--- config.mk ---
export PLATFORM = sky130hd
export DESIGN_NAME = idle_gap_uart_packet_buffer_flat
export DESIGN_NICKNAME = d
export VERILOG_FILES = /design/src/igupb_pkg.sv /design/src/igupb_if.sv /design/src/idle_gap_uart_packet_buffer.sv /design/src/igupb_ram.sv /design/src/igupb_ctrl.sv /design/src/flat_wrapper.sv
export SDC_FILE = /design/constraint.sdc
export NUM_CORES = 2
export LEC_CHECK = 0
export ABC_AREA = 0
export ABC_CLOCK_PERIOD_IN_PS = 5600
export BUFFER_PORTS_ARGS = -buffer_cell sky130_fd_sc_hd__buf_4
export CORE_MARGIN = 5
export CORE_UTILIZATION = 30
export DETAILED_ROUTE_END_ITERATION = 12
export GPL_ROUTABILITY_DRIVEN = 0
export PLACE_DENSITY = 0.51
export SYNTH_ARGS = -nofsm -noshare
export SYNTH_HDL_FRONTEND = slang
export SYNTH_HIERARCHICAL = 1
export SYNTH_SLANG_ARGS = --single-unit
--- constraint.sdc ---
create_clock -name clk -period 5.6 [get_ports clk]
set_input_delay 0 -clock clk [delete_from_list [all_inputs] [get_ports clk]]
set_output_delay 0 -clock clk [all_outputs]
set_load 0.01 [all_outputs]
--- src/igupb_pkg.sv ---
// Package for the idle-gap UART packet buffer: operation and result codes,
// register indexes, reset values and the types shared by its modules.
// No dependencies; the top level, igupb_ctrl and the testbench use it.
`default_nettype none

package igupb_pkg;

	localparam int RX_DEPTH_DEF = 256;
	localparam int TX_DEPTH_DEF = 256;

	localparam int CFG_IDX_W = 2;
	localparam int CFG_DATA_W = 16;

	localparam logic [CFG_IDX_W-1:0] CFG_CLEAR_WHILE_SENDING = 2'd0;
	localparam logic [CFG_IDX_W-1:0] CFG_IDLE_THRESHOLD = 2'd1;
	localparam logic [CFG_IDX_W-1:0] CFG_GAP_THRESHOLD = 2'd2;

	localparam logic [15:0] IDLE_RESET = 16'd20;
	localparam logic [15:0] GAP_RESET = 16'd100;
	localparam logic [15:0] TICK_MAX = 16'hfffe;

	typedef enum logic [2:0] {
		OP_RX_BYTE  = 3'd0,
		OP_TICK     = 3'd1,
		OP_CLAIM    = 3'd2,
		OP_READ     = 3'd3,
		OP_LOAD_TX  = 3'd4,
		OP_TX_READY = 3'd5
	} op_t;

	typedef enum logic [1:0] {
		KIND_CLAIM = 2'd0,
		KIND_READ  = 2'd1,
		KIND_TX    = 2'd2
	} kind_t;

	typedef struct packed {
		op_t        operation;
		logic [7:0] rx_data;
		logic       rx_error;
		logic [7:0] tx_data;
		logic       tx_last;
		logic [7:0] read_index;
	} item_t;

	// Result produced by one accepted item; oob marks a read beyond the buffer.
	typedef struct packed {
		logic       valid;
		kind_t      kind;
		logic [7:0] length;
		logic       oob;
	} res_t;

endpackage

`default_nettype wire

--- src/igupb_if.sv ---
// Valid/ready channel interfaces for the idle-gap UART packet buffer:
// the request channel carrying operations and the response channel.
// Depends on nothing but the widths of the block's fields.
`default_nettype none

interface igupb_req_if;
	logic       valid;
	logic       ready;
	logic [2:0] operation;
	logic [7:0] rx_data;
	logic       rx_error;
	logic [7:0] tx_data;
	logic       tx_last;
	logic [7:0] read_index;

	modport source (output valid, output operation, output rx_data, output rx_error,
		output tx_data, output tx_last, output read_index, input ready);
	modport sink (input valid, input operation, input rx_data, input rx_error,
		input tx_data, input tx_last, input read_index, output ready);
endinterface

interface igupb_rsp_if;
	logic       valid;
	logic       ready;
	logic [1:0] result_kind;
	logic [7:0] packet_length;
	logic [7:0] byte_value;

	modport source (output valid, output result_kind, output packet_length,
		output byte_value, input ready);
	modport sink (input valid, input result_kind, input packet_length,
		input byte_value, output ready);
endinterface

`default_nettype wire

--- src/idle_gap_uart_packet_buffer.sv ---
// Top level of the idle-gap UART packet buffer: channels, control, the two
// byte stores and the result register.
// Depends on igupb_pkg, igupb_if, igupb_ram and igupb_ctrl.
//
//   port      dir   kind                 carries
//   req       in    valid/ready channel  operation, rx_data, rx_error, tx_data,
//                                        tx_last, read_index
//   rsp       out   valid/ready channel  result_kind, packet_length, byte_value
//   cfg_*     in    write port           register index and 16-bit data
//
// One item is taken per cycle unless the response side stalls; its result, if any,
// is in the result register in the next cycle. Each item needs at most one access
// to one byte store, whose registered read port delivers the byte alongside the
// result register. A new item is taken whenever the result register is empty or
// its transfer completes in the same cycle, so a stalled response side stalls the
// requests. After reset the counters are clear and the stores hold undefined bytes;
// no clearing pass is made.
`default_nettype none

module idle_gap_uart_packet_buffer #(
	parameter int RX_DEPTH = igupb_pkg::RX_DEPTH_DEF,
	parameter int TX_DEPTH = igupb_pkg::TX_DEPTH_DEF
) (
	input  wire logic                             clk,
	input  wire logic                             arst_n,
	igupb_req_if.sink                             req,
	igupb_rsp_if.source                           rsp,
	input  wire logic                             cfg_we,
	input  wire logic [igupb_pkg::CFG_IDX_W-1:0]  cfg_index,
	input  wire logic [igupb_pkg::CFG_DATA_W-1:0] cfg_data
);

	localparam int RX_AW = $clog2(RX_DEPTH);
	localparam int TX_AW = $clog2(TX_DEPTH);

	igupb_pkg::item_t item;
	igupb_pkg::res_t  res;
	igupb_pkg::res_t  res_q;
	logic             rsp_valid_q;
	logic             accept;

	logic             rx_we;
	logic [RX_AW-1:0] rx_waddr;
	logic [7:0]       rx_wdata;
	logic             rx_re;
	logic [RX_AW-1:0] rx_raddr;
	logic [7:0]       rx_rdata;
	logic             tx_we;
	logic [TX_AW-1:0] tx_waddr;
	logic             tx_re;
	logic [TX_AW-1:0] tx_raddr;
	logic [7:0]       tx_rdata;

	assign req.ready = !rsp_valid_q || rsp.ready;
	assign accept = req.valid && req.ready;

	always_comb begin
		item.operation = igupb_pkg::op_t'(req.operation);
		item.rx_data = req.rx_data;
		item.rx_error = req.rx_error;
		item.tx_data = req.tx_data;
		item.tx_last = req.tx_last;
		item.read_index = req.read_index;
	end

	igupb_ctrl #(
		.RX_DEPTH(RX_DEPTH),
		.TX_DEPTH(TX_DEPTH)
	) u_ctrl (
		.clk(clk),
		.arst_n(arst_n),
		.cfg_we(cfg_we),
		.cfg_index(cfg_index),
		.cfg_data(cfg_data),
		.accept(accept),
		.item(item),
		.rx_we(rx_we),
		.rx_waddr(rx_waddr),
		.rx_wdata(rx_wdata),
		.rx_re(rx_re),
		.rx_raddr(rx_raddr),
		.tx_we(tx_we),
		.tx_waddr(tx_waddr),
		.tx_re(tx_re),
		.tx_raddr(tx_raddr),
		.res(res)
	);

	igupb_ram #(
		.DEPTH(RX_DEPTH),
		.WIDTH(8)
	) u_rx_ram (
		.clk(clk),
		.we(rx_we),
		.waddr(rx_waddr),
		.wdata(rx_wdata),
		.re(rx_re),
		.raddr(rx_raddr),
		.rdata(rx_rdata)
	);

	igupb_ram #(
		.DEPTH(TX_DEPTH),
		.WIDTH(8)
	) u_tx_ram (
		.clk(clk),
		.we(tx_we),
		.waddr(tx_waddr),
		.wdata(req.tx_data),
		.re(tx_re),
		.raddr(tx_raddr),
		.rdata(tx_rdata)
	);

	always_ff @(posedge clk or negedge arst_n) begin
		if (!arst_n) begin
			rsp_valid_q <= 1'b0;
		end else if (accept) begin
			rsp_valid_q <= res.valid;
		end else if (rsp.ready) begin
			rsp_valid_q <= 1'b0;
		end
	end

	// The store read registers load only on accepted items, as this one does, so they stay in step.
	always_ff @(posedge clk) begin
		if (accept) begin
			res_q <= res;
		end
	end

	always_comb begin
		rsp.valid = rsp_valid_q;
		rsp.result_kind = res_q.kind;
		rsp.packet_length = res_q.length;
		unique case (res_q.kind)
			igupb_pkg::KIND_READ: rsp.byte_value = res_q.oob ? 8'h00 : rx_rdata;
			igupb_pkg::KIND_TX: rsp.byte_value = tx_rdata;
			default: rsp.byte_value = 8'h00;
		endcase
	end

	a_claim_answers: assert property (@(posedge clk) disable iff (!arst_n)
		accept && item.operation == igupb_pkg::OP_CLAIM
		|=> rsp_valid_q && res_q.kind == igupb_pkg::KIND_CLAIM)
		else $error("claim gave no claim result");

	a_read_answers: assert property (@(posedge clk) disable iff (!arst_n)
		accept && item.operation == igupb_pkg::OP_READ
		|=> rsp_valid_q && res_q.kind == igupb_pkg::KIND_READ && res_q.length == 8'h00)
		else $error("read gave no read result");

	a_no_result_ops: assert property (@(posedge clk) disable iff (!arst_n)
		accept && (item.operation == igupb_pkg::OP_TICK
		|| item.operation == igupb_pkg::OP_RX_BYTE
		|| item.operation == igupb_pkg::OP_LOAD_TX) |=> !rsp_valid_q)
		else $error("result from an operation that gives none");

endmodule

`default_nettype wire

--- src/igupb_ram.sv ---
// Simple dual-port byte store: one write port and one registered read port.
// Used for both the receive and the transmit buffer; no package needed.
`default_nettype none

module igupb_ram #(
	parameter int DEPTH = 256,
	parameter int WIDTH = 8
) (
	input  wire logic                     clk,
	input  wire logic                     we,
	input  wire logic [$clog2(DEPTH)-1:0] waddr,
	input  wire logic [WIDTH-1:0]         wdata,
	input  wire logic                     re,
	input  wire logic [$clog2(DEPTH)-1:0] raddr,
	output logic      [WIDTH-1:0]         rdata
);

	logic [WIDTH-1:0] mem_q [DEPTH];

	always_ff @(posedge clk) begin
		if (we) begin
			mem_q[waddr] <= wdata;
		end
	end

	always_ff @(posedge clk) begin
		if (re) begin
			rdata <= mem_q[raddr];
		end
	end

endmodule

`default_nettype wire

--- src/igupb_ctrl.sv ---
// Control of the packet buffer: configuration registers, tick counters,
// buffer counts and the memory commands for each accepted item.
// Depends on igupb_pkg.
`default_nettype none

module igupb_ctrl #(
	parameter int RX_DEPTH = igupb_pkg::RX_DEPTH_DEF,
	parameter int TX_DEPTH = igupb_pkg::TX_DEPTH_DEF
) (
	input  wire logic                                 clk,
	input  wire logic                                 arst_n,
	input  wire logic                                 cfg_we,
	input  wire logic [igupb_pkg::CFG_IDX_W-1:0]      cfg_index,
	input  wire logic [igupb_pkg::CFG_DATA_W-1:0]     cfg_data,
	input  wire logic                                 accept,
	input  wire igupb_pkg::item_t                     item,
	output logic                                      rx_we,
	output logic      [$clog2(RX_DEPTH)-1:0]          rx_waddr,
	output logic      [7:0]                           rx_wdata,
	output logic                                      rx_re,
	output logic      [$clog2(RX_DEPTH)-1:0]          rx_raddr,
	output logic                                      tx_we,
	output logic      [$clog2(TX_DEPTH)-1:0]          tx_waddr,
	output logic                                      tx_re,
	output logic      [$clog2(TX_DEPTH)-1:0]          tx_raddr,
	output igupb_pkg::res_t                           res
);

	localparam int RX_AW = $clog2(RX_DEPTH);
	localparam int RX_CW = $clog2(RX_DEPTH + 1);
	localparam int TX_AW = $clog2(TX_DEPTH);
	localparam int TX_CW = $clog2(TX_DEPTH + 1);
	localparam int LEN_CAP = (RX_DEPTH - 1 < 255) ? RX_DEPTH - 1 : 255;

	logic        cws_q;
	logic [15:0] idle_thr_q;
	logic [15:0] gap_thr_q;

	logic [RX_CW-1:0] rx_count_q;
	logic             rx_full_q;
	logic [15:0]      idle_ticks_q;
	logic [15:0]      gap_ticks_q;
	logic [TX_CW-1:0] tx_fill_q;
	logic [TX_CW-1:0] tx_pos_q;
	logic             tx_active_q;

	logic             rx_good;
	logic             rx_flush;
	logic [RX_CW-1:0] rx_base;
	logic [RX_CW-1:0] rx_next;
	logic             claim_ok;
	logic             tx_load;
	logic             tx_send;

	// Configuration registers.
	always_ff @(posedge clk or negedge arst_n) begin
		if (!arst_n) begin
			cws_q <= 1'b0;
			idle_thr_q <= igupb_pkg::IDLE_RESET;
			gap_thr_q <= igupb_pkg::GAP_RESET;
		end else if (cfg_we) begin
			unique case (cfg_index)
				igupb_pkg::CFG_CLEAR_WHILE_SENDING: cws_q <= cfg_data[0];
				igupb_pkg::CFG_IDLE_THRESHOLD: idle_thr_q <= cfg_data;
				igupb_pkg::CFG_GAP_THRESHOLD: gap_thr_q <= cfg_data;
				default: ;
			endcase
		end
	end

	always_comb begin
		rx_good = accept && item.operation == igupb_pkg::OP_RX_BYTE && !item.rx_error;
		rx_flush = cws_q && tx_active_q;
		// A byte after a long enough gap starts a fresh packet.
		rx_base = (gap_ticks_q > gap_thr_q) ? '0 : rx_count_q;
		rx_next = rx_base + RX_CW'(1);
		claim_ok = (idle_ticks_q > idle_thr_q) && (rx_count_q != '0);
		tx_load = accept && item.operation == igupb_pkg::OP_LOAD_TX && !tx_active_q;
		tx_send = accept && item.operation == igupb_pkg::OP_TX_READY && tx_active_q
			&& (tx_pos_q < tx_fill_q);

		rx_we = rx_good && (rx_flush || !rx_full_q);
		rx_waddr = rx_flush ? '0 : rx_base[RX_AW-1:0];
		rx_wdata = rx_flush ? 8'h00 : item.rx_data;
		rx_re = accept && item.operation == igupb_pkg::OP_READ;
		rx_raddr = RX_AW'(item.read_index);

		tx_we = tx_load && (tx_fill_q < TX_CW'(TX_DEPTH));
		tx_waddr = tx_fill_q[TX_AW-1:0];
		tx_re = tx_send;
		tx_raddr = tx_pos_q[TX_AW-1:0];

		res.valid = 1'b0;
		res.kind = igupb_pkg::KIND_CLAIM;
		res.length = 8'h00;
		res.oob = 1'b0;
		if (accept) begin
			unique case (item.operation)
				igupb_pkg::OP_CLAIM: begin
					res.valid = 1'b1;
					if (claim_ok) begin
						res.length = (rx_count_q > RX_CW'(LEN_CAP)) ? 8'(LEN_CAP)
							: 8'(rx_count_q);
					end
				end
				igupb_pkg::OP_READ: begin
					res.valid = 1'b1;
					res.kind = igupb_pkg::KIND_READ;
					res.oob = 32'(item.read_index) >= 32'(RX_DEPTH);
				end
				igupb_pkg::OP_TX_READY: begin
					res.valid = tx_send;
					res.kind = igupb_pkg::KIND_TX;
				end
				default: ;
			endcase
		end
	end

	// Receive side state.
	always_ff @(posedge clk or negedge arst_n) begin
		if (!arst_n) begin
			rx_count_q <= '0;
			rx_full_q <= 1'b0;
			idle_ticks_q <= '0;
			gap_ticks_q <= '0;
		end else if (rx_good) begin
			idle_ticks_q <= '0;
			gap_ticks_q <= 16'd1;
			if (rx_flush) begin
				rx_count_q <= '0;
			end else if (!rx_full_q) begin
				rx_count_q <= rx_next;
				if (rx_next == RX_CW'(RX_DEPTH)) begin
					rx_full_q <= 1'b1;
				end
			end else begin
				rx_count_q <= rx_base;
			end
		end else if (accept && item.operation == igupb_pkg::OP_TICK) begin
			if (idle_ticks_q < igupb_pkg::TICK_MAX) begin
				idle_ticks_q <= idle_ticks_q + 16'd1;
			end
			if (gap_ticks_q < igupb_pkg::TICK_MAX) begin
				gap_ticks_q <= gap_ticks_q + 16'd1;
			end
		end else if (accept && item.operation == igupb_pkg::OP_CLAIM && claim_ok) begin
			rx_count_q <= '0;
		end
	end

	// Transmit side state.
	always_ff @(posedge clk or negedge arst_n) begin
		if (!arst_n) begin
			tx_fill_q <= '0;
			tx_pos_q <= '0;
			tx_active_q <= 1'b0;
		end else if (tx_load) begin
			if (tx_we) begin
				tx_fill_q <= tx_fill_q + TX_CW'(1);
			end
			if (item.tx_last) begin
				tx_active_q <= 1'b1;
				tx_pos_q <= '0;
			end
		end else if (tx_send) begin
			tx_pos_q <= tx_pos_q + TX_CW'(1);
		end else if (accept && item.operation == igupb_pkg::OP_TX_READY && tx_active_q) begin
			// Ready after the last byte ends the message.
			tx_active_q <= 1'b0;
			tx_fill_q <= '0;
			tx_pos_q <= '0;
		end
	end

	a_tx_pos_in_fill: assert property (@(posedge clk) disable iff (!arst_n)
		tx_pos_q <= tx_fill_q)
		else $error("transmit position beyond fill");

	a_tx_fill_bound: assert property (@(posedge clk) disable iff (!arst_n)
		tx_fill_q <= TX_CW'(TX_DEPTH))
		else $error("transmit fill beyond depth");

	a_rx_full_count: assert property (@(posedge clk) disable iff (!arst_n)
		rx_count_q == RX_CW'(RX_DEPTH) |-> rx_full_q)
		else $error("receive buffer at depth without full flag");

	a_tx_idle_pos: assert property (@(posedge clk) disable iff (!arst_n)
		!tx_active_q |-> tx_pos_q == '0)
		else $error("transmit position moved while idle");

endmodule

`default_nettype wire

--- src/flat_wrapper.sv ---
// flat-port wrapper written by rule: the top's interface ports become plain ports
module idle_gap_uart_packet_buffer_flat 
#(
	parameter int RX_DEPTH = igupb_pkg::RX_DEPTH_DEF,
	parameter int TX_DEPTH = igupb_pkg::TX_DEPTH_DEF
)
  (clk, arst_n, cfg_we, cfg_index, cfg_data, req_valid, req_operation, req_rx_data, req_rx_error, req_tx_data, req_tx_last, req_read_index, req_ready, rsp_valid, rsp_result_kind, rsp_packet_length, rsp_byte_value, rsp_ready);
  igupb_req_if req_i ();
  igupb_rsp_if rsp_i ();
  input  wire logic clk;
  input  wire logic arst_n;
  input  wire logic cfg_we;
  input  wire logic [igupb_pkg::CFG_IDX_W-1:0] cfg_index;
  input  wire logic [igupb_pkg::CFG_DATA_W-1:0] cfg_data;
  input wire logic [$bits(req_i.valid)-1:0] req_valid;
  input wire logic [$bits(req_i.operation)-1:0] req_operation;
  input wire logic [$bits(req_i.rx_data)-1:0] req_rx_data;
  input wire logic [$bits(req_i.rx_error)-1:0] req_rx_error;
  input wire logic [$bits(req_i.tx_data)-1:0] req_tx_data;
  input wire logic [$bits(req_i.tx_last)-1:0] req_tx_last;
  input wire logic [$bits(req_i.read_index)-1:0] req_read_index;
  output wire logic [$bits(req_i.ready)-1:0] req_ready;
  output wire logic [$bits(rsp_i.valid)-1:0] rsp_valid;
  output wire logic [$bits(rsp_i.result_kind)-1:0] rsp_result_kind;
  output wire logic [$bits(rsp_i.packet_length)-1:0] rsp_packet_length;
  output wire logic [$bits(rsp_i.byte_value)-1:0] rsp_byte_value;
  input wire logic [$bits(rsp_i.ready)-1:0] rsp_ready;
  assign req_i.valid = req_valid;
  assign req_i.operation = req_operation;
  assign req_i.rx_data = req_rx_data;
  assign req_i.rx_error = req_rx_error;
  assign req_i.tx_data = req_tx_data;
  assign req_i.tx_last = req_tx_last;
  assign req_i.read_index = req_read_index;
  assign req_ready = req_i.ready;
  assign rsp_valid = rsp_i.valid;
  assign rsp_result_kind = rsp_i.result_kind;
  assign rsp_packet_length = rsp_i.packet_length;
  assign rsp_byte_value = rsp_i.byte_value;
  assign rsp_i.ready = rsp_ready;
  idle_gap_uart_packet_buffer #(.RX_DEPTH(RX_DEPTH), .TX_DEPTH(TX_DEPTH)) u_core (.clk(clk), .arst_n(arst_n), .req(req_i), .rsp(rsp_i), .cfg_we(cfg_we), .cfg_index(cfg_index), .cfg_data(cfg_data));
endmodule
* Word level (Yosys, flattened, before mapping) *
Memories as Yosys holds them, arrays and structs flattened. A register that Yosys moved wholly into a read port is not among the register bits.
Cells that the tools add are included.

word-level totals
  bits in read-only memories = 0
  memories kept = 2
  memory bits (writable) = 4,096
  register bits after elaboration = 105
  bits in latches = 0
  output and inout bits = 20

cells by class
  equal/unequal tests = 14
  div/mod/pow operators = 0
  order comparisons = 7
  shift-type cells = 0
  bitwise operators = 1
  reductions and logical operators = 44
  add/subtract/negate cells = 5
  muxes and demuxes = 37
  $mul = 0

memory list
  memory                 words  width  read ports  clocked after memory_dff  wr ports  line             text
  u_core.u_rx_ram.mem_q  256    8      1           1                         1         igupb_ram.sv:18  logic [WIDTH-1:0] mem_q [DEPTH];
  u_core.u_tx_ram.mem_q  256    8      1           1                         1         igupb_ram.sv:18

operators with widths
  operator                                                                          number
  9-bit 2-to-1 mux                                                                  13
  16-bit 2-to-1 mux                                                                 6
  16-bit by 1-bit adder with 16-bit output (second input constant)                  2
  16-bit greater-than comparator                                                    2
  16-bit < comparator (second input constant)                                       2
  9-bit by 1-bit adder with 9-bit output (second input constant)                    3
  8-bit 2-to-1 mux                                                                  3
  2-bit AND reduction                                                               9
  1-bit logical AND                                                                 16
  8-bit case mux with 2 select lines                                                1
  1-bit 2-to-1 mux                                                                  12
  2-bit nonzero test                                                                6
  9-bit == test (second input constant)                                             1
  9-bit by 8-bit greater-than comparator with 1-bit output (second input constant)  1
  9-bit < comparator                                                                1
  9-bit < comparator (second input constant)                                        1
  9-bit nonzero test                                                                1
  3-bit by 2-bit == test with 1-bit output (second input constant)                  2
  3-bit == test (second input constant)                                             2
  2-bit inequality test (second input constant)                                     3
  3-bit AND reduction                                                               2
  2-bit by 1-bit == test with 1-bit output (second input constant)                  2
  2-bit == test (second input constant)                                             2
  1-bit logical NOT                                                                 4
  10 further kinds                                                                  11

* Longest topological paths before layout *
  word-level depth = 8
  gate-level depth with buffers = 17
  gate-level depth less buffers = 16

* Modules after synthesis *
The synthesis kept the hierarchy.

modules (own cells, without submodules)
  module                       instances  cells each  area an instance (um2)  seq. area each (um2)
  igupb_ram                    2          3,733       79,636.4                61,739.2
  igupb_ctrl                   1          626         5,883.1                 2,358.5
  idle_gap_uart_packet_buffer  1          57          625.6                   355.3

* Worst setup path before layout *
No wires, ideal clock.

  path kind = reg-to-reg
  start point = reg u_core.u_ctrl.tx_active_q
  end point = mem u_core.u_rx_ram.mem_q[0][0], data pin
  clock period less this slack = 5,117 ps
  stages on the path, launching flop included = 5
  arrival = 4,248 ps
  setup slack = 483 ps
  cell sequence = dfrtp_1 > nand2_1 > clkbuf_1 > clkbuf_1 > and2_1

between the ends
  longest elaborated chain between the ends = 2

RTL lines
  what                    line                               text
  from (decl)             igupb_ctrl.sv:45                   logic tx_active_q;
  from (signal assigned)  igupb_ctrl.sv:157                  tx_active_q <= 1'b0;
  from (signal assigned)  igupb_ctrl.sv:163                  tx_active_q <= 1'b1;
  from (signal assigned)  igupb_ctrl.sv:170                  tx_active_q <= 1'b0;
  1-bit logical AND       igupb_ctrl.sv:73                   rx_flush = cws_q && tx_active_q;
  8-bit 2-to-1 mux        igupb_ctrl.sv:84                   rx_wdata = rx_flush ? 8'h00 : item.rx_data;
  net u_core.rx_wdata[0]  idle_gap_uart_packet_buffer.sv:44  logic [7:0] rx_wdata;
  to (decl)               igupb_ram.sv:18

The timed path passes the listed nets, and every way through them passes these cells.

* Final worst setup path *
  start point = reg u_core.u_ctrl.gap_thr_q[5]
  end point = mem u_core.u_rx_ram.mem_q[104][4] (enable)

between the ends
  longest elaborated chain between the ends = 3

RTL lines
  what                            line                               text
  from (decl)                     igupb_ctrl.sv:37                   logic [15:0] gap_thr_q;
  from (signal assigned)          igupb_ctrl.sv:60                   gap_thr_q <= igupb_pkg::GAP_RESET;
  from (signal assigned)          igupb_ctrl.sv:65                   igupb_pkg::CFG_GAP_THRESHOLD: gap_thr_q <= cfg_data;
  16-bit greater-than comparator  igupb_ctrl.sv:75                   rx_base = (gap_ticks_q > gap_thr_q) ? '0 : rx_count_q;
  9-bit 2-to-1 mux                igupb_ctrl.sv:75
  8-bit 2-to-1 mux                igupb_ctrl.sv:83                   rx_waddr = rx_flush ? '0 : rx_base[RX_AW-1:0];
  net u_core.rx_waddr[3]          idle_gap_uart_packet_buffer.sv:43  logic [RX_AW-1:0] rx_waddr;

The timed path passes the listed nets, and every way through them passes these cells.

==> reports/summary.txt <==
Fin crit share: 90.3%
Seq/Total Area, Yosys: 76.1%
Layout cells sized above 1: 22.5%
Status: finished, final reports clean
DR vias/cell: 5.15
Slew HR: 15.7%
H-tree level count: 5
Top_reg_cell synth: edfxtp_1
WP data arrival: 5.68 ns
Leakage power: 0.0580 uW
First-pass GRT wire length: 651 mm
Area of the multi-input gates: 36300 sq um
Most common cell after layout, fill and taps aside: edfxtp_1
GR Overflow Total: 0
Max_cap viols: 0
CP Data Required Time: 6.23 ns
Max VDD drop: 0.000280 V
Antenna violations before repair: 12
Final setup TNS: 0 ns
Setup violators final: 0
Worst-path clk slew: 0.06 ns
CTS tree: yes
Full die area: 568000 sq um
Worst slack at placement: 0.601 ns
Kind of critical path: reg2reg
CTS Root Cell: clkbuf_16
Die Y: 753 microns
Total CTS buffers: 413
CTS resizes: 0
Slew of the pin with the lowest slew margin: 1.26 ns
NumNets Final: 8568
Fmax: 198 MHz
Yosys warns: 6
Final min period: 5.06 ns
Initial DRC count: 8555
Clock Path Buffers: 4
I/O Buffers: 71
Hold Crit Class: in2reg
Hold Slack: 0.0820 ns
Top Ports: 72
Routed WL per cell: 28.5 microns
Die W: 753 microns
Async set-reset flop share out of synthesis: 2.25%
Fin. max-slew vios: 0
Fillcell total: 51000
Area Overhead vs Synth: 14.3%
Largest net degree at the start of global routing: 197
CP Capture Type: register
Netlist cell types: 80
WL final: 459 mm
Residual DRC: 0
Vias after detailed routing: 83100
FF-to-FF path depth: 12
PwrDens: 390 nW/um^2
PnR worst setup slack: 0.545 ns
Post-Syn Area: 166000 sq um
DR pass1 iterations: 6
Seq cells post-synth: 4218
Worst-path maximum fanout: 15
ANT nets after route: 0
Syn_nets: 8248
FF+latch area: 126000 sq um
Vias in the first global route: 85000
Final Power: 74000 uW
Core area: 552000 sq um
RSZ-0062 raised after global routing: no
Worst setup SP type: register
Number of flops mapped to enable cells by yosys: 4123
Sink Count: 4218
Initial Util: 30.1%
Worst skew pair latency: 1.02 ns
Commonest non-fill, non-tap cells in the layout: edfxtp_1 (4123), mux4_2 (908), nor2_1 (621), clkbuf_16 (414), buf_4 (293)
Fin. Hold Viols: 0
Max Clock Skew: 0.0655 ns
Mapped Cells: 8149
HPWL after DPL: 285 mm
Placement Rows: 273
Avg Inst Size Synth: 20.3 sq um
Setup repair bufs after CTS: 0
Post-CTS Hold Buffers: 79
Hold Path Stages: 2
Total track usage: 15.7%
critical path, cell delays in order (launching register included):
cell	delay [ns]
dfstp_2	0.53
inv_1	0.04
ha_1	0.30
a211oi_1	0.26
o21ai_0	0.16
a21o_1	0.20
a221oi_1	0.59
or2_2	0.46
and3_1	0.43
nor2b_1	0.49
nand3_1	0.15
buf_4	0.39
nor2_1	0.65
cell usage after synthesis (46+ instances only):
master	count	share of area, %
a21oi_1	224	0.68
a22oi_1	268	1.2
buf_1	46	0.10
buf_2	64	0.19
buf_4	89	0.40
clkbuf_1	239	0.54
dfrtp_1	90	1.4
edfxtp_1	4123	75
ha_1	47	0.35
inv_1	60	0.14
mux2i_1	269	1.6
mux4_2	908	12
nand2_1	114	0.26
nand3_1	97	0.29
nor2_1	627	1.4
nor2b_1	65	0.25
nor3_1	51	0.15
nor4_1	53	0.20
o221ai_1	93	0.49
o22ai_1	58	0.22
through the flow:
| stage | std cells | cell area [sq um] | util [%] |
|---|---|---|---|
| final | 16100 | 189000 | 34.3 |
| after global routing | 16100 | 189000 | 34.3 |
| after CTS | 16100 | 189000 | 34.3 |
| after detailed placement | 15300 | 175000 | 31.7 |
| after global placement | 15300 | 175000 | 31.7 |
| after floorplan | 8149 | 166000 | - |
layout make-up:
cell class	instances	area share, %
Antenna cell	10	0.0132
Multi-Input combinational cell	3346	19.2
Clock inverter	272	1.48
Clock buffer	491	5.64
Tap cell	7287	4.81
Timing Repair Buffer	428	2.16
Inverter	62	0.123
Sequential cell	4218	66.6
routing by layer:
metal | vias up | GRT usage, % | share of wire, %
li1 | 34500 | - | -
met1 | 44700 | 21.2 | 41
met2 | 3286 | 26.3 | 49
met3 | 650 | 2.04 | 6.2
met4 | 2 | 4.84 | 3.2
met5 | - | 0 | 0.0028
cells by family (layout without fill, tap and decap cells):
logic type      after synthesis  count (layout)  share of synthesized area (%)
buf+inv                     585            1253                           2.10
mux                        1217            1217                           14.3
flops                      4218            4218                           76.1
fa+ha+maj                    47              47                          0.355
xor+xnor                     27              27                          0.143
compound gates              874             874                           3.71
other cells                   1              11                        0.00226
simple gates               1180            1180                           3.31
registers in the layout, summed over array words and instances (netlist names), 9 cells and up:
register,flops
u_core/u_ctrl/gap_thr_q,16
u_core/u_ctrl/gap_ticks_q,16
u_core/u_ctrl/idle_thr_q,16
u_core/u_ctrl/idle_ticks_q,16
u_core/u_ctrl/rx_count_q,9
u_core/u_ctrl/tx_fill_q,9
u_core/u_ctrl/tx_pos_q,9
u_core/u_rx_ram/mem_q,2048
u_core/u_tx_ram/mem_q,2048
worst paths after layout:
path	start	endpoint	slack (ns)
min	req_tx_data[2]	u_core/u_tx_ram/mem_q[86][2]$_DFFE_PP_	0.08
min reg2reg	u_core/u_ctrl/gap_thr_q[8]$_DFFE_PN0P_	u_core/u_ctrl/gap_thr_q[8]$_DFFE_PN0P_	0.51
max reg2reg	u_core/u_ctrl/gap_thr_q[5]$_DFFE_PN1P_	u_core/u_rx_ram/mem_q[104][4]$_DFFE_PP_	0.54
max in group asynchronous	arst_n	u_core/u_ctrl/tx_pos_q[2]$_DFFE_PN0P_	3.80
min in group asynchronous	arst_n	u_core/u_ctrl/gap_ticks_q[11]$_DFFE_PN0P_	0.59
max	u_core/u_ctrl/gap_thr_q[5]$_DFFE_PN1P_	u_core/u_rx_ram/mem_q[104][4]$_DFFE_PP_	0.54
power breakdown:
group          internal (uW)  total (uW)  switching, uW
Clock                  15700       27800          12100
Sequential             35500       35800            333
Combinational           4130       10400           6230
Note: power is estimated with default switching activity, not from simulation.
